<file path="config.mk">
export PLATFORM = sky130hd
export DESIGN_NAME = mcpa_mul
export DESIGN_NICKNAME = d
export VERILOG_FILES = /design/src/monte_carlo_call_path_accumulator_defines.svh /design/src/mcpa_pkg.sv /design/src/mcpa_mul.sv
export SDC_FILE = /design/constraint.sdc
export NUM_CORES = 2
export LEC_CHECK = 0
export ABC_AREA = 1
export CORE_ASPECT_RATIO = 2
export CORE_MARGIN = 2
export CORE_UTILIZATION = 45
export DETAILED_ROUTE_END_ITERATION = 16
export DONT_BUFFER_PORTS = 1
export PLACE_DENSITY = 0.57
export SKIP_CTS_REPAIR_TIMING = 1
export SLEW_MARGIN = 20
export SYNTH_ARGS = -nofsm -noshare
export SYNTH_HDL_FRONTEND = slang
export SYNTH_SLANG_ARGS = --single-unit
</file>
<file path="constraint.sdc">
create_clock -name clk -period 16.9 [get_ports clk]
set_input_delay 0.845 -clock clk [delete_from_list [all_inputs] [get_ports clk]]
set_output_delay 0.845 -clock clk [all_outputs]
set_load 0.02 [all_outputs]
</file>
<file path="src/monte_carlo_call_path_accumulator_defines.svh">
// ---------------------------------------------------------------------------
// monte carlo call path accumulator assertion macros
// shared property forms for the accumulator rtl, clocked on clk, reset arst_n
// ---------------------------------------------------------------------------
`ifndef MONTE_CARLO_CALL_PATH_ACCUMULATOR_DEFINES_SVH
`define MONTE_CARLO_CALL_PATH_ACCUMULATOR_DEFINES_SVH

// same-cycle implication
`define MCPA_ASSERT_IMP(name, ante, cons, msg) \
	name: assert property (@(posedge clk) disable iff (!arst_n) (ante) |-> (cons)) \
		else $error(msg);

// next-cycle implication
`define MCPA_ASSERT_NXT(name, ante, cons, msg) \
	name: assert property (@(posedge clk) disable iff (!arst_n) (ante) |=> (cons)) \
		else $error(msg);

`endif

</file>
<file path="src/mcpa_pkg.sv">
// ---------------------------------------------------------------------------
// mcpa package
// constants, types and tables shared by the call path accumulator
// ---------------------------------------------------------------------------
package mcpa_pkg;

	localparam int PATH_COUNT_BITS_DEF = 24;
	localparam int EXP_POLY_DEGREE_DEF = 7;

	localparam int MUL_W     = 33;
	localparam int OUT_W     = 352;
	localparam int CFG_IDX_W = 3;
	localparam int CFG_W     = 32;

	localparam logic [CFG_IDX_W-1:0] REG_SPOT   = 3'd0;
	localparam logic [CFG_IDX_W-1:0] REG_STRIKE = 3'd1;
	localparam logic [CFG_IDX_W-1:0] REG_DRIFT  = 3'd2;
	localparam logic [CFG_IDX_W-1:0] REG_VOL    = 3'd3;
	localparam logic [CFG_IDX_W-1:0] REG_DISC   = 3'd4;

	localparam logic [31:0] SPOT_RST   = 32'd6553600;
	localparam logic [31:0] STRIKE_RST = 32'd6553600;
	localparam logic [31:0] DRIFT_RST  = 32'd8053064;
	localparam logic [30:0] VOL_RST    = 31'd53687091;
	localparam logic [31:0] DISC_RST   = 32'd2042749629;

	localparam logic [27:0] LN2_Q28 = 28'd186065280;
	localparam logic [37:0] DIV_D   = 38'd372130560;
	// floor(2^60 / DIV_D)
	localparam logic [31:0] DIV_RECIP = 32'd3098164000;

	typedef struct packed {
		logic signed [MUL_W-1:0] a;
		logic signed [MUL_W-1:0] b;
	} mul_op_t;

	typedef struct packed {
		logic        ovf;
		logic [63:0] val;
	} scale_t;

	typedef enum logic [1:0] {
		DS_PLAIN,
		DS_ANTI,
		DS_DELTA
	} disc_sel_t;

	typedef enum logic [19:0] {
		S_IDLE    = 20'h00001,
		S_SHOCK   = 20'h00002,
		S_LOGX    = 20'h00004,
		S_DIV     = 20'h00008,
		S_QMUL    = 20'h00010,
		S_FIX     = 20'h00020,
		S_REDUCE  = 20'h00040,
		S_H_ISSUE = 20'h00080,
		S_H_TAKE  = 20'h00100,
		S_RATIO   = 20'h00200,
		S_PRICE   = 20'h00400,
		S_AVG     = 20'h00800,
		S_D_LO    = 20'h01000,
		S_D_HI    = 20'h02000,
		S_D_SUM   = 20'h04000,
		S_SQ_LL   = 20'h08000,
		S_SQ_LH   = 20'h10000,
		S_SQ_HH   = 20'h20000,
		S_SQ_END  = 20'h40000,
		S_ACC     = 20'h80000
	} state_t;

	// 1/n! in q4.28
	function automatic logic signed [31:0] exp_coef(input int unsigned n);
		logic signed [31:0] c;
		case (n)
			0: c = 32'sd268435456;
			1: c = 32'sd268435456;
			2: c = 32'sd134217728;
			3: c = 32'sd44739243;
			4: c = 32'sd11184811;
			5: c = 32'sd2236962;
			6: c = 32'sd372827;
			7: c = 32'sd53261;
			8: c = 32'sd6658;
			9: c = 32'sd740;
			10: c = 32'sd74;
			default: c = 32'sd0;
		endcase
		return c;
	endfunction

endpackage

</file>
<file path="src/mcpa_mul.sv">
// ---------------------------------------------------------------------------
// mcpa shared multiplier
// signed 33 by 33 multiplier with a registered product
// ---------------------------------------------------------------------------
module mcpa_mul import mcpa_pkg::*; (
	input  logic                      clk,
	input  mul_op_t                   op,
	output logic signed [2*MUL_W-1:0] prod_q
);

	always_ff @(posedge clk) begin
		prod_q <= op.a * op.b;
	end

endmodule

</file>
==> flow_summary.ini <==
[route]
dr.pass1.iters = 5
met3_length_um = 5490
ant_nets = 0
via_count = 32800
drcViolationCount = 0
wl_met2_um = 79700
wl_met1_um = 39000
totalWireLength_um = 138000
top_layer_used = met5
viasPerCell = 5.04
wl_per_cell_um = 21.2
drt-initial-drc-count = 1504

[layout]
regMostFlops = prod_q
finalNetCount = 6723
diodes = 0
largest_register_ff_count = 66
largest_registers = prod_q x66
drive_gt1_frac = 0.0151
syn_to_final_growth_pct = 1.99

[die]
rows = 160
start_util = 0.454
die_w_um = 223
die_area_um2 = 98600
coreArea_um2 = 95100
ios = 133
die_h_um = 442

[logic_synthesis]
ys_seq_area_frac = 0.0306
syn_nets = 6972
synth_fa_ha_area_frac = 0.594
synth_area_um2 = 43200
synthCells = 5543
synth_seq_cells = 66
synth_most_common_cell = inv_1
synth_enable_flop_cells = 0
synth-async-reset-ratio = 0
ys_types = 35
avgSynthCellArea_um2 = 7.79
yosys-mux-area-fraction = 0
synth-xor-area-share = 0.00832
synthTopCellsByCount = inv_1 (1894), nand2_1 (1517), fa_1 (1145), clkbuf_1 (262), ha_1 (217)
synth-simple-area-share = 0.166
synth_warnings = 0
netlist.area_leader.share = 0.531
synth_top_cell_by_area = fa_1
synth_top_family_by_area = adder cells
synthTopCellsByArea = fa_1 (53%), inv_1 (16%), nand2_1 (13%)
yosys_most_used_dff = dfxtp_1
synth-compound-area-share = 0.0138

[global_route]
antenna_found_initial = 4
grt-ovfl-total = 0
grt_pass1_wl_um = 215000
grt_max_degree = 35
gr-usage-all-layers = 0.296
grt_pass1_vias = 37800

[critical_path]
startpoint_type = input pin
cp.required_ns = 17.17
end_kind = flop
crit_type = in -> reg
cp_max_fo = 33
arrival_ns = 8.19

[timing]
setup_tns_ns = 0
max_freq_mhz = 126
slew_headroom = 0.288
period_minus_slack_ns = 7.93
rsz0062_at_grt = false
min_period_over_period = 0.469
final-hold-violation-count = 0
worstMarginPinSlew_ns = 1.07
slew_viol_final = 0
finalSetupViolations = 0

[worst_hold_path]
hp-class = in -> reg

[placement]
port_buffers = 0
gp_congestion = 0.979
dpl.hpwl_um = 117000

[clocking]
h-tree-depth = 3
clock-sinks = 66
numCtsBuffers = 9
root_buffer = clkbuf_16
cts.path.max_buffers = 2
clk_pin_slew_ns = 0.08
cts_tree = yes

[run]
cap_violations = 0

[outcome]
status = finished clean
## path summary, 6_finish.rpt
check | startpoint | to | cells past startpoint
min | op[33] | prod_q[0] | 2
max | op[0] | prod_q[57] | 20
## metal layers
metal | GRT usage | vias up
met1 | 0.256 | 16800
met2 | 0.597 | 1016
met4 | 0.231 | 2
met5 | 0 | -
li1 | - | 14500
met3 | 0.0327 | 571
## layout by cell type (no fill, tap or decap), types with 20 or more instances in the layout
cell     count
dfxtp_1     66
xor2_1      37
ha_1       217
nor2_2      20
inv_1     1894
a21oi_1     61
fa_1      1145
nor2_1     131
nand2_1   1517
nand3_1     70
## critical path, stage by stage
cell and delay [ns]:
nand2_1 0.10, inv_1 0.09, fa_1 0.59, fa_1 0.63
fa_1 0.71, fa_1 1.32, fa_1 0.59, fa_1 0.51
fa_1 0.49, inv_1 0.05, fa_1 0.47, inv_1 0.04
ha_1 0.44, nand2_1 0.15, nor2_1 0.20, nand3_1 0.20
nor2_1 0.23, o21ai_0 0.27, nand4_1 0.17, nand2_1 0.07
## area by class of cell
class | count | area (um2)
Multi-Input combinational cell | 3319 | 33800
Fill cell | 9580 | 51100
Clock inverter | 7 | 78.8
Sequential cell | 66 | 1320
Clock buffer | 9 | 225
Tap cell | 1215 | 1520
Inverter | 1895 | 7110
Timing Repair Buffer | 3 | 22.5
## kinds of logic after synthesis
group,Yosys count
buffers and inverters,2158
xor gates and xnor gates,41
adders and majority gates,1362
and+or+nand+nor,1810
AOI/OAI and AO/OA,106
DFF,66
## per-stage QoR
step | setup WS [ns] | hold slack (ns) | util | cell area (um2) | std cells
after global placement | 8.69 | 0.955 | 0.460 | 43700 | 6498
after floorplan | 9.30 | 1.11 | - | 43200 | 5543
after CTS | 9.03 | 0.572 | 0.463 | 44000 | 6514
after detailed placement | 8.69 | 0.961 | 0.460 | 43700 | 6498
after global routing | 8.71 | 0.579 | 0.463 | 44000 | 6514
final | 8.97 | 0.576 | 0.463 | 44000 | 6514
Power is left out: the tool's default activity adds up to more than one toggle a clock period on the data nets, which glitch-free logic cannot reach.
